--- config.mk ---
export PLATFORM = sky130hd
export DESIGN_NAME = edf_periodic_task_scheduler
export DESIGN_NICKNAME = d
export VERILOG_FILES = /design/src/edfs_pkg.sv /design/src/edfs_cfg.sv /design/src/edfs_core.sv /design/src/edfs_skid.sv /design/src/edf_periodic_task_scheduler.sv
export SDC_FILE = /design/constraint.sdc
export NUM_CORES = 2
export LEC_CHECK = 0
export BUFFER_PORTS_ARGS = -buffer_cell sky130_fd_sc_hd__buf_4
export CAP_MARGIN = 20
export CORE_MARGIN = 2
export CORE_UTILIZATION = 50
export DETAILED_ROUTE_END_ITERATION = 10
export PLACE_DENSITY_LB_ADDON = 0.12
export SYNTH_ARGS = -nofsm -noshare
export SYNTH_HDL_FRONTEND = slang
export SYNTH_HIERARCHICAL = 1
export SYNTH_SLANG_ARGS = --single-unit
export TNS_END_PERCENT = 30
--- constraint.sdc ---
create_clock -name clk -period 20.4 [get_ports clk]
set_clock_uncertainty 0.15 [all_clocks]
set_input_delay 4.08 -clock clk [delete_from_list [all_inputs] [get_ports clk]]
set_output_delay 4.08 -clock clk [all_outputs]
set_load 0.1 [all_outputs]
--- src/edfs_pkg.sv ---
// ----------------------------------------------------------------------------
// edfs_pkg
// Shared types and constants for the EDF periodic task scheduler.
// ----------------------------------------------------------------------------
package edfs_pkg;

  localparam int TASK_SLOTS = 4;
  localparam int IDX_W      = (TASK_SLOTS > 1) ? $clog2(TASK_SLOTS) : 1;

  localparam int TIME_W     = 32;
  localparam int HALF_W     = 16;
  localparam int CNT_W      = 3;
  localparam int NUM_W      = 2;
  localparam int CFG_IDX_W  = 3;
  localparam int CFG_DATA_W = 32;
  localparam int SETUP_REGS = 4;

  localparam logic [CFG_IDX_W-1:0] REG_ACTIVE_CNT  = 3'd0;
  localparam logic [CFG_IDX_W-1:0] REG_SETUP_FIRST = 3'd1;

  localparam logic [CNT_W-1:0]  ACTIVE_CNT_RESET = 3'd1;
  localparam logic [HALF_W-1:0] PERIOD_RESET     = 16'd1;

  localparam logic [TIME_W-1:0] KEY_BIAS = 32'h8000_0000;

  typedef struct packed {
    logic [HALF_W-1:0] period;
    logic [HALF_W-1:0] exec;
  } setup_t;

  typedef struct packed {
    logic [TASK_SLOTS-1:0]          enable;
    setup_t [TASK_SLOTS-1:0]        setup;
  } cfg_t;

  typedef struct packed {
    logic [TIME_W-1:0] tick_time;
    logic              busy;
    logic [NUM_W-1:0]  task_number;
    logic [TIME_W-1:0] task_deadline;
  } result_t;

endpackage

--- src/edfs_cfg.sv ---
// ----------------------------------------------------------------------------
// edfs_cfg
// Configuration registers: task count and per-task period/execution setup.
// ----------------------------------------------------------------------------
module edfs_cfg (
  input  logic                              clk,
  input  logic                              rst,
  input  logic                              cfg_we,
  input  logic [edfs_pkg::CFG_IDX_W-1:0]    cfg_index,
  input  logic [edfs_pkg::CFG_DATA_W-1:0]   cfg_data,
  output edfs_pkg::cfg_t                    cfg
);

  logic [edfs_pkg::CNT_W-1:0]                   active_cnt;
  edfs_pkg::setup_t [edfs_pkg::TASK_SLOTS-1:0]  setup;

  always_ff @(posedge clk) begin
    if (rst) begin
      active_cnt <= edfs_pkg::ACTIVE_CNT_RESET;
      for (int i = 0; i < edfs_pkg::TASK_SLOTS; i++) begin
        setup[i].period <= edfs_pkg::PERIOD_RESET;
        setup[i].exec   <= '0;
      end
    end else if (cfg_we) begin
      if (cfg_index == edfs_pkg::REG_ACTIVE_CNT) begin
        active_cnt <= cfg_data[edfs_pkg::CNT_W-1:0];
      end
      for (int i = 0; i < edfs_pkg::TASK_SLOTS; i++) begin
        if (i < edfs_pkg::SETUP_REGS &&
            cfg_index == edfs_pkg::CFG_IDX_W'(int'(edfs_pkg::REG_SETUP_FIRST) + i)) begin
          setup[i] <= edfs_pkg::setup_t'(cfg_data);
        end
      end
    end
  end

  // counts above the slot count saturate naturally
  always_comb begin
    for (int i = 0; i < edfs_pkg::TASK_SLOTS; i++) begin
      cfg.enable[i] = (int'(active_cnt) > i);
    end
    cfg.setup = setup;
  end

endmodule

--- src/edfs_core.sv ---
// ----------------------------------------------------------------------------
// edfs_core
// Scheduler state (time, phases, budgets, deadlines), job release and
// earliest-deadline pick; state advances on every tick transfer.
// ----------------------------------------------------------------------------
module edfs_core (
  input  logic              clk,
  input  logic              rst,
  input  logic              step,
  input  logic              restart,
  input  edfs_pkg::cfg_t    cfg,
  output edfs_pkg::result_t res
);

  localparam int N = edfs_pkg::TASK_SLOTS;
  localparam int TW = edfs_pkg::TIME_W;
  localparam int HW = edfs_pkg::HALF_W;

  logic [TW-1:0]         current_time;
  logic [HW-1:0]         release_phase [N];
  logic [HW-1:0]         budget_left   [N];
  logic [TW-1:0]         job_deadline  [N];

  logic [TW-1:0]         current_time_next;
  logic [HW-1:0]         release_phase_next [N];
  logic [HW-1:0]         budget_left_next   [N];
  logic [TW-1:0]         job_deadline_next  [N];

  logic [TW-1:0]         now;
  logic [HW-1:0]         phase   [N];
  logic [HW-1:0]         period  [N];
  logic [HW-1:0]         bud     [N];
  logic [TW-1:0]         dl      [N];
  logic [TW-1:0]         key     [N];
  logic [HW:0]           phase_inc [N];
  logic [N-1:0]          cand;
  logic                  found;
  logic [edfs_pkg::IDX_W-1:0] pick;
  logic [TW-1:0]         best_key;

  always_comb begin
    now = restart ? '0 : current_time;
    for (int i = 0; i < N; i++) begin
      phase[i]  = restart ? '0 : release_phase[i];
      period[i] = (cfg.setup[i].period == '0) ? HW'(1) : cfg.setup[i].period;
      if (cfg.enable[i] && phase[i] == '0) begin
        bud[i] = cfg.setup[i].exec;
        dl[i]  = now + {{(TW-HW){1'b0}}, period[i]};
      end else begin
        bud[i] = budget_left[i];
        dl[i]  = job_deadline[i];
      end
      cand[i] = cfg.enable[i] && (bud[i] != '0);
      // signed distance to deadline, biased for an unsigned compare
      key[i]  = (dl[i] - now) ^ edfs_pkg::KEY_BIAS;
    end

    found    = 1'b0;
    pick     = '0;
    best_key = '0;
    for (int i = 0; i < N; i++) begin
      if (cand[i] && (!found || key[i] < best_key)) begin
        found    = 1'b1;
        best_key = key[i];
        pick     = edfs_pkg::IDX_W'(i);
      end
    end

    for (int i = 0; i < N; i++) begin
      budget_left_next[i]  = (found && pick == edfs_pkg::IDX_W'(i)) ? bud[i] - HW'(1) : bud[i];
      job_deadline_next[i] = dl[i];
      phase_inc[i]         = {1'b0, phase[i]} + (HW+1)'(1);
      release_phase_next[i] = (phase_inc[i] >= {1'b0, period[i]}) ? '0 : phase_inc[i][HW-1:0];
    end
    current_time_next = now + TW'(1);

    res.tick_time     = now;
    res.busy          = found;
    res.task_number   = found ? edfs_pkg::NUM_W'(pick) : '0;
    res.task_deadline = found ? dl[pick] : '0;
  end

  always_ff @(posedge clk) begin
    if (rst) begin
      current_time <= '0;
      for (int i = 0; i < N; i++) begin
        release_phase[i] <= '0;
        budget_left[i]   <= '0;
        job_deadline[i]  <= '0;
      end
    end else if (step) begin
      current_time <= current_time_next;
      for (int i = 0; i < N; i++) begin
        release_phase[i] <= release_phase_next[i];
        budget_left[i]   <= budget_left_next[i];
        job_deadline[i]  <= job_deadline_next[i];
      end
    end
  end

endmodule

--- src/edfs_skid.sv ---
// ----------------------------------------------------------------------------
// edfs_skid
// Result register with one skid entry; the input side stalls only while the
// skid entry is occupied.
// ----------------------------------------------------------------------------
module edfs_skid (
  input  logic              clk,
  input  logic              rst,
  input  logic              load,
  input  edfs_pkg::result_t res_in,
  input  logic              res_stall,
  output logic              res_valid,
  output edfs_pkg::result_t res_out,
  output logic              full
);

  logic              out_valid;
  logic              skid_valid;
  edfs_pkg::result_t out_data;
  edfs_pkg::result_t skid_data;

  always_ff @(posedge clk) begin
    if (rst) begin
      out_valid  <= 1'b0;
      skid_valid <= 1'b0;
    end else begin
      if (out_valid && !res_stall) begin
        if (skid_valid) begin
          out_data   <= skid_data;
          skid_valid <= 1'b0;
        end else if (load) begin
          out_data <= res_in;
        end else begin
          out_valid <= 1'b0;
        end
      end else if (!out_valid) begin
        if (load) begin
          out_data  <= res_in;
          out_valid <= 1'b1;
        end
      end else if (load) begin
        skid_data  <= res_in;
        skid_valid <= 1'b1;
      end
    end
  end

  assign res_valid = out_valid;
  assign res_out   = out_data;
  assign full      = skid_valid;

endmodule

--- src/edf_periodic_task_scheduler.sv ---
// ----------------------------------------------------------------------------
// edf_periodic_task_scheduler
// Earliest-deadline-first periodic task scheduler, one scheduler tick per
// transfer on the tick channel, one result per tick.
//
//   channel | signals                                   | direction
//   tick    | tick_valid, tick_stall, restart           | in
//   res     | res_valid, res_stall, tick_time, busy_res,| out
//           | task_number, task_deadline                |
//   cfg     | cfg_we, cfg_index, cfg_data               | in
//
// One tick per clock while tick_stall is low; its result is registered. Release,
// pick and state update are combinational between the task state registers
// and the result register.
// A one-entry skid buffer keeps ticks flowing while a result is stalled;
// tick_stall rises only when that entry is full.
// Synchronous reset; no clearing pass.
// ----------------------------------------------------------------------------
module edf_periodic_task_scheduler (
  input  logic                            clk,
  input  logic                            rst,
  input  logic                            tick_valid,
  output logic                            tick_stall,
  input  logic                            restart,
  output logic                            res_valid,
  input  logic                            res_stall,
  output logic [edfs_pkg::TIME_W-1:0]     tick_time,
  output logic                            busy_res,
  output logic [edfs_pkg::NUM_W-1:0]      task_number,
  output logic [edfs_pkg::TIME_W-1:0]     task_deadline,
  input  logic                            cfg_we,
  input  logic [edfs_pkg::CFG_IDX_W-1:0]  cfg_index,
  input  logic [edfs_pkg::CFG_DATA_W-1:0] cfg_data
);

  edfs_pkg::cfg_t    cfg;
  edfs_pkg::result_t res_comb;
  edfs_pkg::result_t res_reg;
  logic              step;
  logic              full;

  assign step       = tick_valid && !full;
  assign tick_stall = full;

  edfs_cfg u_cfg (
    .clk       (clk),
    .rst       (rst),
    .cfg_we    (cfg_we),
    .cfg_index (cfg_index),
    .cfg_data  (cfg_data),
    .cfg       (cfg)
  );

  edfs_core u_core (
    .clk     (clk),
    .rst     (rst),
    .step    (step),
    .restart (restart),
    .cfg     (cfg),
    .res     (res_comb)
  );

  edfs_skid u_skid (
    .clk       (clk),
    .rst       (rst),
    .load      (step),
    .res_in    (res_comb),
    .res_stall (res_stall),
    .res_valid (res_valid),
    .res_out   (res_reg),
    .full      (full)
  );

  assign tick_time     = res_reg.tick_time;
  assign busy_res      = res_reg.busy;
  assign task_number   = res_reg.task_number;
  assign task_deadline = res_reg.task_deadline;

endmodule

* After elaboration in Yosys (flattened, before gate mapping)
Memories as Yosys holds them, arrays and structs flattened. Cells that the tools add are included.
Word-level totals: register bits after elaboration 299, bits in writable memories 256, input port bits 41, output and inout port bits 69, logic and storage cells 195, memories 3
Memories:
- u_core.job_deadline | depth 4, bits a word 32, rd ports 4, clocked after Yosys merged registers in 0, write ports 4, RTL line edfs_core.sv:22 | logic [TW-1:0] job_deadline [N];
- u_core.budget_left | depth 4, bits a word 16, rd ports 4, clocked after Yosys merged registers in 0, write ports 4, RTL line edfs_core.sv:21 | logic [HW-1:0] budget_left [N];
- u_core.release_phase | depth 4, bits a word 16, rd ports 4, clocked after Yosys merged registers in 0, write ports 4, RTL line edfs_core.sv:20 | logic [HW-1:0] release_phase [N];
Cells by class: add/sub/neg operators 17, $lt $le $gt $ge 12, eq/ne operators 10, mux-type cells 65, bitwise logic cells 19, reductions and logical operators 49
Operator list (count):
- 2-to-1 mux 32 bit | 15
- 2-to-1 mux 16 bit | 28
- 2-to-1 mux 67 bit | 4
- adder 32 x 16 -> 32 bit | 4
- zero test 16 bit | 8
- subtractor 32 bit | 4
- less-than comparator 32 bit | 3
- adder 16 x 1 -> 17 bit (second input constant) | 4
- >= comparator 17 x 16 -> 1 bit | 4
- binary-select mux 32 bit (select 2 bit) | 1
- nonzero test 16 bit | 4
- subtractor 16 x 1 -> 16 bit (second input constant) | 4
- adder 32 x 1 -> 32 bit (second input constant) | 1
- logical AND 1 bit | 17
- AND reduction 2 bit | 8
- 2-to-1 mux 1 bit | 14
- bitwise OR 1 bit | 12
- equality test 3 x 2 -> 1 bit (second input constant) | 2
- greater-than comparator 3 x 1 -> 1 bit (second input constant) | 2
- greater-than comparator 3 x 2 -> 1 bit (second input constant) | 2
- 2-to-1 mux 2 bit | 3
- != test 2 bit (second input constant) | 3
- NOT 1 bit | 6
- zero test 1 bit | 5
- other kinds (11) | 14

* Logic depth before layout (Yosys ltp)
An unclocked memory read counts as a cell.
depth in word-level cells 28, gate-level depth with buffers 73, mapped depth without buffers 61

* Hierarchy
The synthesis kept the hierarchy.
Modules (own cells, without submodules):
- edfs_core | times used 1, cells each 4128, area an instance 32707.6 sq um, sequential area each 8328.0 sq um
- edfs_skid | times used 1, cells each 295, area an instance 5799.3 sq um, sequential area each 4063.9 sq um
- edfs_cfg | times used 1, cells each 473, area an instance 5227.5 sq um, sequential area each 2622.5 sq um
- edf_periodic_task_scheduler | times used 1, cells each 1, area an instance 13.8 sq um, sequential area each 0.0 sq um

* Least setup slack after synthesis
No wires, ideal clock.
path kind input to register, from in restart, to reg u_skid.out_data, in the netlist u_skid/res_out[18], data pin, arrival time 17.779 ns, required time 19.990 ns, path slack 2.211 ns, stages on the path 70, cells stage by stage clkbuf_1 clkbuf_1 clkbuf_1 clkbuf_1 clkbuf_1 clkbuf_1 clkbuf_1 nand2b_1 inv_1 ha_1 o21a_1 a21oi_1 o211ai_1 o31a_1 a21o_1 a21oi_1 xor2_1 o21ai_0 (+34 left out) o21a_1 ha_1 a21o_1 a21o_1 a211oi_1 o21ai_0 o211ai_1 a21oi_1 nor3_1 o21ai_0 a21o_1 clkbuf_1 nand2_1 buf_2 nor2_1 a22o_1 mux2_2 mux2_2
RTL lines:
- from (decl) | RTL line edf_periodic_task_scheduler.sv:24 | input logic restart,
- to (signal assigned) | RTL line edfs_skid.sv:29 | out_data <= skid_data;
- to (signal assigned) | RTL line edfs_skid.sv:32 | out_data <= res_in;
- to (signal assigned) | RTL line edfs_skid.sv:38 | out_data <= res_in;
- to (decl) | RTL line edfs_skid.sv:19 | edfs_pkg::result_t out_data;

==> results.toml <==
[logic_synthesis]
synthSimpleGateAreaFrac = 0.2053
netlist_top_cells_area = "sky130_fd_sc_hd__edfxtp_1, sky130_fd_sc_hd__ha_1, sky130_fd_sc_hd__dfxtp_1"
synth_ff_type = "sky130_fd_sc_hd__edfxtp_1"
yosys_warnings = 6
synthesis.nets = 5298
distinct_cells_synth = 95
synth-adder-area-share = 0.1052
yosysTopAreaCellShare = 0.2677
synth.ff_latch_count = 555
synth_sequential_area_ratio = 0.3432
synth_compound_gate_area_share = 0.1591
netlist_area_um2 = 43750
yosys.area.top_type = "sky130_fd_sc_hd__edfxtp_1"
async_flop_share = 0
synthXorXnorAreaFrac = 0.05566
largest_family_of_logic_cells_by_synthesized_area = "simple AND/OR/NAND/NOR gates"
synth_edf_count = 390
syn_inst = 4897
syn_avg_cell_area_um2 = 8.934
proportion_of_synthesized_area_in_mux_cells = 0.08540

[worst_setup_path]
criticalPathCategory = "in2reg"
timing.critical_path.max_delay_family = "compound AO/OA/AOI/OAI gates"
critPathSlowestCell = "sky130_fd_sc_hd__nor2_4"
critical_path.n_buffers_inverters = 5
cp_common_cell = "sky130_fd_sc_hd__ha_1"
cp_peak_stage_delay_ns = 0.71
cp_data_required_time_ns = 20.75
cp_max_fo = 63
critPathCaptureType = "flop"
worstSetupStartpointType = "input port"
critical_path_arrival_ns = 19.06

[global_routing]
grt_most_used_layer = "met1"
grt_antenna_before_repair = 5
grt_pass1_vias = 35088
grt_util_all_layers = 0.3155
maximum_number_of_pins_on_one_net_before_global_route_repair = 129
globalRouteMet2Util = 0.4672
grt.overflow.total = 0
grt_first_pass_wirelength_um = 218000
grtUsageMet3 = 0.05947
grt_util_met1 = 0.4700

[cts]
cts_num_sinks = 555
htree_levels = 3
cts_tree = "built"
post_cts_resized = 0
ctsHoldBuffers = 0
cts_setup_buffers = 0
root_buffer = "sky130_fd_sc_hd__clkbuf_16"
cts_inserted_buffers = 68
cts.path.max_buffers = 3
clkSlewWorstSetupHoldPaths_ns = 0.06
clk_latency_ns = 0.64

[floorplanning]
die-area_um2 = 89880
die_height_um = 299.8
design.portCount = 110
floorplan_core_area_um2 = 86750
initial_utilization = 0.5043
die_x_um = 299.8
fp-row-count = 108

[detailed_routing]
route.final.wire_length_um = 145900
routed_via_density = 6.223
first_iter_violations = 4227
routedWlPerCell_um = 23.96
drt_first_pass_iters = 6
detail-route-antenna-nets = 0
route.vias.total = 37898
route.detailed.drc = 0

[final_layout]
diodes = 0
fill_cells = 7976
layout.cells.most_common = "sky130_fd_sc_hd__nor2_1"
final_core_utilization = 0.5516
most-common-layout-cells = "sky130_fd_sc_hd__nor2_1, sky130_fd_sc_hd__edfxtp_1, sky130_fd_sc_hd__ha_1, sky130_fd_sc_hd__nand2_1, sky130_fd_sc_hd__a21oi_1"
area.growth.synth_to_final_pct = 9.381
drive_gt1_frac = 0.1050
num-nets-final = 5280

[min_path]
hp-class = "reg2reg"

[place]
gpl.final_weighted_congestion = 0.9649
detailed_place_hpwl_um = 109200
io_buffers = 109

[power_and_ir_drop]
power.density_nw_per_um2 = 79.16
power.ir.vdd_worst_mv = 0.05593
leakagePower_nw = 19.95

[timing]
max_clock_freq_ghz = 0.05344
fin_tns_setup_ns = 0
slew_viol_final = 0
max-slew-margin-rel = 0.1607
timing.final.setup_violations = 0
finalHoldViolCount = 0
fin_crit_ns = 18.71
post-route-period-util = 0.9172
worst-slew-pin-transition_ns = 1.251
grt_setup_unrepaired = "false"

[flow_run]
max_cap_violations = 0

[run_status]
status = "complete, no violations"
==> state kept, by name, indices dropped and copies added (netlist names) <==
name,cells
u_cfg/cfg,128
u_core/job_deadline,128
u_skid/res_out,67
u_skid/skid_data,67
u_core/budget_left,64
u_core/release_phase,64
u_core/current_time,32
u_cfg/active_cnt,3
u_skid/full,1
u_skid/res_valid,1
==> worst reg2reg max path, delay by kind of cell (launching register included) <==
kind,cells,cell delay (ns)
flops,1,0.43
simple gates,18,4.38
mux,2,0.41
buf+inv,4,0.75
xor+xnor,2,0.27
fa+ha+maj,6,1.82
compound gates,28,7.22
==> path summary, 6_finish.rpt <==
path | start | end | slack (ns) | cells past startpoint
min reg2reg | u_cfg/cfg[33] | u_cfg/cfg[33] | 0.33 | 2
min | u_cfg/cfg[33] | u_cfg/cfg[33] | 0.33 | 2
max | restart | u_skid/res_out[21] | 1.69 | 60
max reg2reg | u_cfg/cfg[20] | u_skid/res_out[21] | 4.85 | 60
==> where the power goes <==
group / internal, mW / switching [mW]
clock network: 0.713 / 0.522
logic: 0.449 / 0.773
registers: 1.28 / 0.0476
==> cell usage after synthesis (all sizes together) (108+ instances only) <==
master  instances
o21ai         235
inv           214
a21oi         311
nor2          439
mux2          138
mux2i         212
clkbuf        219
xnor2         178
dfxtp         165
edfxtp        390
nand2         351
nand2b        231
nand3         108
nor3          141
ha            352
==> area by class of cell <==
type	count	area, um2	share of cell area
multi-input cells	3838	26810	0.5603
flip-flops and latches	555	15010	0.3138
clock buffers	97	1984	0.04147
repair buffers	198	1499	0.03132
well taps	1155	1445	0.03020
inverters	218	818.3	0.01710
clock inverters	29	279.0	0.005831
==> through the flow <==
| step | instance area (um2) | power, mW | worst slack, ns | hold WS (ns) | cells |
|---|---|---|---|---|---|
| 2_1_floorplan | 43750 | 2.213 | 2.211 | 0.2980 | 4897 |
| 3_3_place_gp | 45580 | 2.541 | 1.578 | 0.3103 | 5963 |
| 3_5_place_dp | 45580 | 2.547 | 1.404 | 0.3114 | 5963 |
| 4_1_cts | 47840 | 3.786 | 2.014 | 0.3260 | 6089 |
| 5_1_grt | 47850 | 3.956 | 0.8099 | 0.3414 | 6090 |
| 6_report | 47850 | 3.788 | 1.689 | 0.3287 | 6090 |
==> routing by layer <==
layer | routed length (um) | part of all wire
met3 | 15030 | 0.10
met2 | 61570 | 0.42
met5 | 27 | 0.00019
met4 | 3339 | 0.023
met1 | 65970 | 0.45
==> cells by family (layout without fill, tap and decap cells) <==
kind of cell | count (synthesis) | in the layout
AO/OA/AOI/OAI | 1077 | 1077
buffers and inverters | 504 | 542
adder cells (fa/ha/maj) | 364 | 364
AND/OR/NAND/NOR | 1769 | 1769
multiplexers | 350 | 350
XOR/XNOR | 278 | 278
flip-flops | 555 | 555
Note: power is estimated with default switching activity, not from simulation.
